$ cat src/rtl/core/mwv_pkg.sv
// Shared constants and types of the moving window variance block.
package mwv_pkg;

    localparam int MAX_WINDOW  = 1024;
    localparam int SAMPLE_BITS = 16;
    localparam int ADDR_BITS   = $clog2(MAX_WINDOW);
    localparam int LEN_BITS    = 11;
    localparam int SUM_BITS    = 27;
    localparam int SQS_BITS    = 41;
    localparam int DVD_BITS    = 64;
    localparam int DVS_BITS    = 22;
    localparam int CNT_BITS    = $clog2(DVD_BITS);

    typedef struct packed {
        logic                start;
        logic [DVD_BITS-1:0] dividend;
        logic [DVS_BITS-1:0] divisor;
    } t_div_req;

    typedef struct packed {
        logic                done;
        logic [DVD_BITS-1:0] quot;
        logic [DVS_BITS-1:0] rem;
    } t_div_rsp;

endpackage

$ cat src/rtl/core/mwv_div.sv
// Restoring unsigned divider that produces one quotient bit per cycle.
module mwv_div (
    input  logic              i_clk,
    input  logic              i_rst_n,
    input  mwv_pkg::t_div_req i_req,
    output mwv_pkg::t_div_rsp o_rsp
);

    logic [mwv_pkg::DVD_BITS-1:0] r_dvd;
    logic [mwv_pkg::DVS_BITS-1:0] r_dvs;
    logic [mwv_pkg::DVS_BITS-1:0] r_rem;
    logic [mwv_pkg::CNT_BITS-1:0] r_cnt;
    logic                         r_busy;
    logic                         r_done;
    logic [mwv_pkg::DVS_BITS:0]   n_shift;
    logic                         n_ge;

    always_comb begin
        n_shift = {r_rem, r_dvd[mwv_pkg::DVD_BITS-1]};
        n_ge    = n_shift >= {1'b0, r_dvs};
    end

    always_ff @(posedge i_clk) begin
        if (!i_rst_n) begin
            r_busy <= 1'b0;
            r_done <= 1'b0;
            r_cnt  <= '0;
        end else begin
            r_done <= 1'b0;
            if (i_req.start) begin
                r_busy <= 1'b1;
                r_cnt  <= '0;
                r_dvd  <= i_req.dividend;
                r_dvs  <= i_req.divisor;
                r_rem  <= '0;
            end else if (r_busy) begin
                r_dvd <= {r_dvd[mwv_pkg::DVD_BITS-2:0], n_ge};
                if (n_ge) begin
                    r_rem <= mwv_pkg::DVS_BITS'(n_shift - {1'b0, r_dvs});
                end else begin
                    r_rem <= n_shift[mwv_pkg::DVS_BITS-1:0];
                end
                r_cnt <= r_cnt + 1'b1;
                if (&r_cnt) begin
                    r_busy <= 1'b0;
                    r_done <= 1'b1;
                end
            end
        end
    end

    assign o_rsp.done = r_done;
    assign o_rsp.quot = r_dvd;
    assign o_rsp.rem  = r_rem;

endmodule

$ cat config.mk
export PLATFORM = sky130hd
export DESIGN_NAME = mwv_div
export DESIGN_NICKNAME = d
export VERILOG_FILES = /design/src/rtl/core/mwv_pkg.sv /design/src/rtl/core/mwv_div.sv
export SDC_FILE = /design/constraint.sdc
export NUM_CORES = 1
export LEC_CHECK = 0
export BUFFER_PORTS_ARGS = -buffer_cell sky130_fd_sc_hd__buf_2
export CORE_ASPECT_RATIO = 0.8
export CORE_MARGIN = 2
export CORE_UTILIZATION = 35
export CTS_CLUSTER_DIAMETER = 30
export DETAILED_ROUTE_END_ITERATION = 16
export GPL_TIMING_DRIVEN = 0
export PLACE_DENSITY = 0.65
export SLEW_MARGIN = 20
export SYNTH_ARGS = -nofsm -noshare
export SYNTH_HDL_FRONTEND = slang
export SYNTH_SLANG_ARGS = --single-unit
$ cat constraint.sdc
create_clock -name i_clk -period 4.12 [get_ports i_clk]
set_clock_uncertainty 0.2 [all_clocks]
set_input_delay 0.412 -clock i_clk [delete_from_list [all_inputs] [get_ports i_clk]]
set_output_delay 0.412 -clock i_clk [all_outputs]
set_load 0.03 [all_outputs]
==> results of run 1 <==
## cell families (layout without fill, tap and decap cells)
kind of cell             count (synthesis)  after routing  synth area share, %
XOR/XNOR                                12             12                 1.73
buffers and inverters                   53            284                 3.62
flip-flops                             116            116                 55.9
AO/OA/AOI/OAI                          121            121                 13.4
adder cells (fa/ha/maj)                 24             24                 5.06
multiplexers                            66             66                 12.2
AND/OR/NAND/NOR                         97             97                 8.08
## cell usage in the layout (no fill, tap or decap), types with 3 or more instances in the layout
cell type and count:
a21o_1 7, edfxtp_1 108, nand4_1 6, buf_1 7
or3_1 5, clkinv_4 3, xnor2_1 7, nor3_1 10
nor2_1 22, o21ai_0 22, o211ai_1 5, a211oi_1 4
a311oi_1 4, ha_1 23, nand3_1 14, xor2_1 5
mux2_2 64, nand2_1 23, inv_1 30, a21oi_2 3
o31ai_1 3, clkbuf_1 5, o32ai_1 3, dlygate4sd3_1 22
inv_6 6, nor2b_1 3, buf_2 180, o21a_1 3
buf_4 3, a21oi_1 39, clkbuf_16 17, dfxtp_1 8
## area by class of cell
cell class	count	area share, %
sequential	116	41.9
multi-input combinational	320	30.4
timing repair buffer	199	14.1
clock buffer	17	5.24
tap	225	3.47
clock inverter	15	2.08
inverter	30	1.39
buffer	23	1.33
## metal layers
layer,vias up,track usage [%],routed length (microns)
li1,2321,-,-
met1,2356,23.5,7000
met2,215,26.2,7300
met3,29,5.66,1290
met4,2,6.54,273
met5,-,0,7
## synth_stat cells (all sizes together), types with 3 or more instances
library cell and count:
a21oi 43, nand3 14, o32ai 3, nand4 6, nand2 23, or3 5
clkbuf 7, mux2 64, nor2b 3, o21a 4, a31oi 3, o211ai 5
buf 16, and3 3, inv 30, edfxtp 108, o21ai 23, a21o 8
o31ai 3, xnor2 7, a311oi 4, ha 23, dfxtp 8, a211oi 4
nor2 22, nor3 10, xor2 5
## stage by stage
step | setup slack, ns | utilization [%] | instance area [sq um]
floorplan | 0.629 | - | 6090
global placement | -0.660 | 42.2 | 7240
detailed placement | 0.952 | 42.5 | 7300
CTS | 0.929 | 47.3 | 8120
global route | 0.811 | 47.3 | 8120
finish | 0.901 | 47.3 | 8120
## worst paths after layout
check,startpoint,to,slack [ns]
max,r_dvd[63],r_rem[16],0.90
min,i_req[51],r_dvd[29],0.09
max reg2reg,r_dvd[63],r_rem[16],0.90
min reg2reg,r_cnt[5],r_cnt[5],0.29
## registers in the layout, indices dropped and copies added (netlist names)
signal,count
r_busy,1
r_cnt,6
r_done,1
r_dvd,64
r_dvs,22
r_rem,22
## power groups by stage
stage	clock network (mW)	logic, mW	registers, mW
floorplan	0	0.427	1.59
global placement	0	0.750	1.47
detailed placement	0	0.776	1.47
CTS	1.54	0.797	1.45
global route	1.59	0.873	1.46
finish	1.50	0.803	1.45
## repair_timing
action                                 in CTS  in global routing
setup endpoints to repair                   0                  0
hold buffers                               22                  0
endpoints found under the hold margin      22                  0
==> flow_summary.json, run 1 <==
{
  "slew_headroom_pct": 54.7,
  "switching_share_pct": 30.3,
  "cts_buffers": 17,
  "finalWirelength_mm": 15.9,
  "htree_num_levels": 4,
  "rows": 43,
  "ant_nets": 0,
  "syn_area_per_cell_sq_um": 12.4,
  "crit_chain": "inv_1 -> ha_1 -> inv_1 -> fa_1 -> a21o_1 -> a221o_2 -> a31oi_1 -> o31ai_1 -> xnor2_1 -> a211oi_1",
  "clkPwrFrac_pct": 40.0,
  "min_path_type": "in2reg",
  "ys_seq_area_share_pct": 55.9,
  "cts_sinks": 116,
  "fillCellCount": 1530,
  "setup-tns-final_ns": 0,
  "place_inst": 891,
  "io_buffers": 174,
  "yosys_warnings": 0,
  "gr-total-overflow": 0,
  "crit_path_start_kind": "flip-flop",
  "status": "finished, final reports clean",
  "power_frac_seq_pct": 38.6,
  "first_pass_iters": 6,
  "synthTopCellsByArea": "edfxtp_1 (53%), mux2_2 (12%), ha_1 (4.7%)",
  "hold_depth": 2,
  "drcViolationCount": 0,
  "synth_edf_count": 108,
  "regArea_sq_um": 3400,
  "die_x_microns": 151,
  "synth-async-reset-ratio_pct": 0,
  "vias": 4923,
  "crit_top_cell": "inv_1",
  "critical-path-top-delay-family": "compound AO/OA/AOI/OAI gates",
  "post-cts-setup-buffer-count": 0,
  "synth.distinct_cells": 64,
  "n_antenna_cell": 0,
  "initial_core_util_pct": 35.5,
  "synth_nets": 602,
  "grt_pass1_vias": 4845,
  "worstSetupPathType": "reg2reg",
  "stdcell_count": 945,
  "cp.arrival_ns": 3.15,
  "via_per_inst": 5.21,
  "endpoint_kind": "flip-flop",
  "p_leak_nw": 3.28,
  "grt_max_degree": 35,
  "switching_power_mw": 1.13,
  "clock_latency_ns": 0.42,
  "drive_gt1_share_pct": 41.4,
  "finalHoldViolations": 0,
  "maxCapViolCount": 0,
  "synth_top_area_share_pct": 53.3,
  "synth_top_flop_cell": "edfxtp_1",
  "crit_required_ns": 4.05,
  "slew_violations": 0,
  "cts_tree": "yes",
  "worst_pin_slew_ns": 0.680,
  "peakVddDrop_mv": 0.246,
  "core_sq_um": 17200,
  "rsz0062_at_grt": "false",
  "cp_max_fo": 4,
  "layout.nets": 820,
  "synth_area_leader_cell": "edfxtp_1",
  "routedWlPerCell_microns": 16.8,
  "cp_num_buf_inv": 2,
  "max_stage_delay_ns": 0.49,
  "drt-initial-drc-count": 421,
  "grt_first_pass_wirelength_mm": 24.6,
  "period_minus_slack_ns": 3.22,
  "num_io_pins": 176,
  "ctsResizeCount": 0,
  "hpwlAfterDp_mm": 11.5,
  "power.internal_mw": 2.62,
  "synthToLayoutAreaGrowth_pct": 33.3,
  "hold-worst-slack_ns": 0.0919,
  "antenna_found_initial": 1,
  "power_density_nw_per_um2": 462,
  "clockBufferDepth": 2,
  "synth-seq-cells": 116,
  "reg2reg_depth": 10,
  "cp.depth": 10,
  "die_y_microns": 122,
  "gp_congestion": 0.926,
  "clkSlewWorstSetupHoldPaths_ns": 0.06,
  "synthCells": 489,
  "multiInputGateArea_sq_um": 2470,
  "cts_root_buf": "clkbuf_16",
  "synth_area_sq_um": 6090,
  "grt_use_total_pct": 17.4,
  "max_freq_ghz": 0.311,
  "p_comb_share_pct": 21.4,
  "post-route-period-util_pct": 78.1,
  "dieArea_sq_um": 18500,
  "total_power_mw": 3.75,
  "finalSetupViolCount": 0,
  "cp_slowest_cell": "a31oi_1"
}
Power figures use the tool's default switching activity.
==> inputs of run 2 (changes only) <==
--- a/config.mk
+++ b/config.mk
@@ -5,6 +5,7 @@
 export SDC_FILE = /design/constraint.sdc
 export NUM_CORES = 1
 export LEC_CHECK = 0
+export ABC_AREA = 1
 export BUFFER_PORTS_ARGS = -buffer_cell sky130_fd_sc_hd__buf_2
 export CORE_ASPECT_RATIO = 0.8
 export CORE_MARGIN = 2
@@ -12,7 +13,7 @@
 export CTS_CLUSTER_DIAMETER = 30
 export DETAILED_ROUTE_END_ITERATION = 16
 export GPL_TIMING_DRIVEN = 0
-export PLACE_DENSITY = 0.65
+export PLACE_DENSITY = 0.64
 export SLEW_MARGIN = 20
 export SYNTH_ARGS = -nofsm -noshare
 export SYNTH_HDL_FRONTEND = slang
==> constraint.sdc (replaced) <==
create_clock -name i_clk -period 3.35 [get_ports i_clk]
set_clock_uncertainty 0.2 [all_clocks]
set_input_delay 0.335 -clock i_clk [delete_from_list [all_inputs] [get_ports i_clk]]
set_output_delay 0.335 -clock i_clk [all_outputs]
set_load 0.03 [all_outputs]
==> run 2 against run 1 <==
Combinational power rose by 62%. Utilization rose by 3.5 points. Synthesized cell count rose by 57%. Hold slack got worse by 0.077 ns. Clock power rose by 15%. Via count rose by 19%. Setup slack got worse by 0.15 ns.
==> flow_summary.json, run 2 <==
{
  "status": "finished, final reports clean",
  "grt_first_pass_wirelength_mm": 27.8,
  "drt-initial-drc-count": 376,
  "slew_headroom_pct": 35.9,
  "hpwlAfterDp_mm": 12.7,
  "synth_top_flop_cell": "edfxtp_1",
  "synth-seq-cells": 116,
  "period_minus_slack_ns": 2.60,
  "synth_top_area_share_pct": 51.4,
  "finalWirelength_mm": 17.9,
  "finalSetupViolCount": 0,
  "p_leak_nw": 4.41,
  "hold_depth": 3,
  "setup-tns-final_ns": 0,
  "grt_max_degree": 52,
  "synth.distinct_cells": 29,
  "io_buffers": 175,
  "grt_use_total_pct": 18.9,
  "regArea_sq_um": 3400,
  "final_common_cell": "nand2_1",
  "htree_num_levels": 4,
  "regMostFlops": "r_dvd",
  "max_freq_ghz": 0.384,
  "post-route-period-util_pct": 77.7,
  "layout_common_cells": "nand2_1 (344), buf_2 (177), edfxtp_1 (108)",
  "finalHoldViolations": 0,
  "synth_nets": 883,
  "gr-total-overflow": 0,
  "cts_tree": "yes",
  "ys_seq_area_share_pct": 53.9,
  "clockBufferDepth": 2,
  "syn_area_per_cell_sq_um": 8.20,
  "first_pass_iters": 5,
  "cts_sinks": 116,
  "synthCells": 770,
  "worstSetupPathType": "reg2reg",
  "synthTopCellsByCount": "nand2_1 (345), edfxtp_1 (108), inv_1 (97)",
  "synth_edf_count": 108,
  "cp_max_fo": 10,
  "slew_violations": 0,
  "top_regs": "r_dvd x64, r_dvs x22, r_rem x22",
  "power_density_nw_per_um2": 547,
  "worst_pin_slew_ns": 0.961,
  "gp_congestion": 0.905,
  "ctsResizeCount": 0,
  "wl_met2_mm": 8.33,
  "cts_root_buf": "clkbuf_16",
  "post-cts-setup-buffer-count": 0,
  "wl_met3_mm": 1.31,
  "min_path_type": "in2reg",
  "multiInputGateArea_sq_um": 2450,
  "die_x_microns": 154,
  "hold-worst-slack_ns": 0.0146,
  "synthToLayoutAreaGrowth_pct": 40.6,
  "clock_latency_ns": 0.41,
  "rows": 43,
  "synth_area_sq_um": 6310,
  "cp.arrival_ns": 2.56,
  "drive_gt1_share_pct": 20.6,
  "n_antenna_cell": 0,
  "die_y_microns": 124,
  "routed.top_layer": "met4",
  "peakVddDrop_mv": 0.285,
  "ant_nets": 0,
  "drcViolationCount": 0,
  "dieArea_sq_um": 19100,
  "synthTopCellsByArea": "edfxtp_1 (51%), nand2_1 (21%), inv_1 (5.8%)",
  "antenna_found_initial": 0,
  "clkSlewWorstSetupHoldPaths_ns": 0.06,
  "initial_core_util_pct": 36.1,
  "routedWlPerCell_microns": 13.9,
  "yosys_warnings": 0,
  "largest_reg_flops": 64,
  "synth-async-reset-ratio_pct": 0,
  "grt_pass1_vias": 5661,
  "layout.nets": 1159,
  "num_io_pins": 176,
  "reg2reg_depth": 12,
  "fillCellCount": 1611,
  "rsz0062_at_grt": "false",
  "total_power_mw": 4.86,
  "cts_buffers": 17,
  "maxCapViolCount": 0,
  "core_sq_um": 17500,
  "vias": 5872,
  "crit_path_start_kind": "flip-flop",
  "via_per_inst": 4.57,
  "wl_met1_mm": 8.04,
  "crit_required_ns": 3.31,
  "synth_area_leader_cell": "edfxtp_1",
  "endpoint_kind": "flip-flop",
  "post-synth-top-count-cell": "nand2_1"
}
-- run 2: final cells by class --
cell class | count | share of cell area, %
flip-flops and latches | 116 | 38.3
clock buffers | 18 | 4.83
plain buffers | 21 | 1.17
clock inverters | 14 | 1.48
repair buffers | 257 | 19.3
well taps | 225 | 3.17
multi-input cells | 535 | 27.6
inverters | 98 | 4.14
-- run 2: worst paths after layout --
kind / to / start / slack (ns)
max: r_rem[18] / r_rem[5] / 0.75
min: r_dvd[16] / i_req[38] / 0.01
max reg2reg: r_rem[18] / r_rem[5] / 0.75
min reg2reg: r_cnt[5] / r_cnt[5] / 0.27
-- run 2: cells by family after synthesis --
family	Yosys count	share of synthesized area (%)
buffers and inverters	119	7.47
adders and majority gates	24	4.87
DFF	116	53.9
xor gates and xnor gates	13	1.80
AOI/OAI and AO/OA	41	3.37
and+or+nand+nor	457	28.6
-- run 2: power by group --
part	total (mW)	switching, mW	leakage [nW]	internal (mW)
logic	1.30	0.853	3.03	0.446
registers	1.84	0.0769	1.11	1.76
clock network	1.72	0.693	0.263	1.02
total	4.86	1.62	4.41	3.24
-- run 2: what timing repair did --
action / 4_1_cts / 5_1_grt
hold buffers: 81 / 0
setup endpoints to repair: 0 / 0
endpoints found under the hold margin: 81 / 0
-- run 2: metal layers --
metal  vias to the layer above  GRT usage [%]
met4                         0           5.55
met5                         -              0
li1                       2985              -
met2                       215           31.1
met3                        16           5.95
met1                      2656           24.0
-- run 2: stage by stage --
stage / std cells / util [%] / setup WS (ns) / cell area (sq um)
final: 1284 / 50.8 / 0.748 / 8880
after floorplan: 770 / - / 0.160 / 6310
after global placement: 1170 / 42.7 / -1.18 / 7470
after global routing: 1284 / 50.8 / 0.571 / 8880
after detailed placement: 1171 / 42.9 / 0.737 / 7510
after CTS: 1284 / 50.8 / 0.760 / 8880
-- run 2: worst max-delay path, cell delays in order, from the launching register on --
cell	delay (ns)
edfxtp_1	0.45
ha_1	0.40
nand2_1	0.13
nor2_1	0.18
inv_1	0.06
nor2_1	0.11
nand3_1	0.10
nand4_2	0.13
buf_6	0.17
buf_6	0.17
nand3_1	0.12
nand2_1	0.08
inv_1	0.04
==> inputs of run 3 (changes only) <==
--- a/config.mk
+++ b/config.mk
@@ -5,7 +5,7 @@
 export SDC_FILE = /design/constraint.sdc
 export NUM_CORES = 1
 export LEC_CHECK = 0
-export ABC_AREA = 1
+export ABC_AREA = 0
 export BUFFER_PORTS_ARGS = -buffer_cell sky130_fd_sc_hd__buf_2
 export CORE_ASPECT_RATIO = 0.8
 export CORE_MARGIN = 2
@@ -13,7 +13,7 @@
 export CTS_CLUSTER_DIAMETER = 30
 export DETAILED_ROUTE_END_ITERATION = 16
 export GPL_TIMING_DRIVEN = 0
-export PLACE_DENSITY = 0.64
+export PLACE_DENSITY = 0.65
 export SLEW_MARGIN = 20
 export SYNTH_ARGS = -nofsm -noshare
 export SYNTH_HDL_FRONTEND = slang
==> constraint.sdc (replaced) <==
create_clock -name i_clk -period 2.6 [get_ports i_clk]
set_clock_uncertainty 0.2 [all_clocks]
set_input_delay 0.26 -clock i_clk [delete_from_list [all_inputs] [get_ports i_clk]]
set_output_delay 0.26 -clock i_clk [all_outputs]
set_load 0.03 [all_outputs]
==> run 3 against run 2 <==
The flow now finishes with violations (setup timing). Power is 30% higher. Hold slack better by 0.046 ns. Combinational power is 26% higher. Wire length is 1.3% higher. Sequential share of layout area is 2.2 points lower. Largest power group is now the clock network. Design area is 5.9% higher. Die area is 3.5% lower. Critical path type unchanged. Setup slack worse by 1.1 ns. Count of clock-buffer cells in the layout stayed put. Critical endpoint is now r_rem[14].
==> flow_summary.json, run 3 (synthesis results as in run 1) <==
{
  "status": "complete, but fails checks",
  "failed_checks": "setup timing",
  "hpwlAfterDp_mm": 11.6,
  "endpoint_kind": "flip-flop",
  "post-route-period-util_pct": 113,
  "drcViolationCount": 0,
  "cts_buffers": 17,
  "dieArea_sq_um": 18500,
  "grt_max_degree": 57,
  "synthToLayoutAreaGrowth_pct": 54.6,
  "io_buffers": 174,
  "peakVddDrop_mv": 0.372,
  "drt-initial-drc-count": 442,
  "slew_headroom_pct": 47.9,
  "grt_pass1_vias": 5441,
  "crit_chain": "inv_1 -> ha_1 -> inv_1 -> fa_2 -> a21o_1 -> a221o_2 -> a31oi_4 -> a21oi_2 -> or3_1 -> a32o_2",
  "cts_sinks": 116,
  "slew_violations": 0,
  "grt_use_total_pct": 19.2,
  "cp_slowest_cell": "edfxtp_1",
  "ant_nets": 0,
  "gp_congestion": 0.865,
  "regMostFlops": "r_dvd",
  "core_sq_um": 17200,
  "finalHoldViolations": 0,
  "fin_util_pct": 54.8,
  "critical-path-top-delay-family": "compound AO/OA/AOI/OAI gates",
  "largest_reg_flops": 64,
  "layout_common_cells": "buf_2 (175), edfxtp_1 (108), dlygate4sd3_1 (86)",
  "crit_top_cell": "inv_1",
  "min_path_type": "in2reg",
  "rows": 43,
  "worstSetupPathType": "reg2reg",
  "cts_tree": "yes",
  "initial_core_util_pct": 35.5,
  "cp.arrival_ns": 2.91,
  "setup-tns-final_ns": -1.65,
  "cp_num_buf_inv": 2,
  "power_density_nw_per_um2": 671,
  "die_x_microns": 151,
  "vias": 5432,
  "layout.nets": 915,
  "grt_first_pass_wirelength_mm": 27.1,
  "total_power_mw": 6.31,
  "num_io_pins": 176,
  "fin_ws_ns": -0.344,
  "clkSlewWorstSetupHoldPaths_ns": 0.06,
  "clock_latency_ns": 0.42,
  "stdcell_count": 1040,
  "clockBufferDepth": 2,
  "period_minus_slack_ns": 2.94,
  "n_antenna_cell": 0,
  "first_pass_iters": 7,
  "placed_area_sq_um": 7310,
  "crit_path_start_kind": "flip-flop",
  "cts_root_buf": "clkbuf_16",
  "crit_required_ns": 2.57,
  "hold-worst-slack_ns": 0.0607,
  "max_freq_ghz": 0.340,
  "antenna_found_initial": 0,
  "max_stage_delay_ns": 0.41,
  "drive_gt1_share_pct": 45.5,
  "die_y_microns": 122,
  "rsz0062_at_grt": "true",
  "worst_pin_slew_ns": 0.782,
  "top_regs": "r_dvd x64, r_dvs x22, r_rem x22",
  "cp_max_fo": 3,
  "gr-total-overflow": 0,
  "final_common_cell": "buf_2",
  "routedWlPerCell_microns": 17.4,
  "htree_num_levels": 4,
  "final_area_sq_um": 9410,
  "p_leak_nw": 3.76,
  "finalSetupViolCount": 10,
  "place_worst_setup_slack_ns": -0.475,
  "maxCapViolCount": 0,
  "via_per_inst": 5.22,
  "place_inst": 889,
  "finalWirelength_mm": 18.1
}
[run 3: final cells by class]
| class | instances | area [sq um] |
|---|---|---|
| Clock buffer | 18 | 429 |
| Sequential cell | 116 | 3400 |
| Multi-Input combinational cell | 320 | 2850 |
| Inverter | 30 | 113 |
| Clock inverter | 14 | 160 |
| Timing Repair Buffer | 295 | 2030 |
| Buffer | 22 | 141 |
| Tap cell | 225 | 282 |
| Fill cell | 1409 | 7760 |
[run 3: layer usage]
metal,vias to the layer above,global-route usage [%],part of all wire [%]
li1,2504,-,-
met1,2639,23.8,42
met2,249,32.0,48
met3,40,5.84,7.0
met4,0,6.37,2.1
met5,-,0,0
[run 3: worst paths after layout]
path	start	end	slack [ns]	cells after the start
setup / recovery	r_dvd[63]	r_rem[14]	-0.34	10
hold / removal	i_rst_n	r_cnt[5]	0.06	3
setup reg to reg	r_dvd[63]	r_rem[14]	-0.34	10
hold reg to reg	r_cnt[5]	r_cnt[5]	0.31	2
[run 3: report_power, final]
part           internal [mW]  leakage, nW  switching, mW
Combinational          0.730         2.38          0.910
Sequential              2.22         1.10         0.0822
Clock                   1.50        0.278          0.873
Total                   4.45         3.76           1.87
[run 3: worst reg2reg max path, stage by stage, from the launching register on]
cell and delay (ns):
edfxtp_1 0.41, inv_1 0.09, ha_1 0.15, inv_1 0.06
fa_2 0.34, a21o_1 0.18, a221o_2 0.39, a31oi_4 0.18
a21oi_2 0.08, or3_1 0.32, a32o_2 0.29
[run 3: what timing repair did]
item | CTS | global route
endpoints found under the setup margin | 23 | 23
buffers inserted | 17 | 16
gates cloned | 0 | 1
hold buffers | 86 | 0
gates resized for setup | 26 | 57
hold endpoints to repair | 86 | 0
pin swaps | 8 | 17
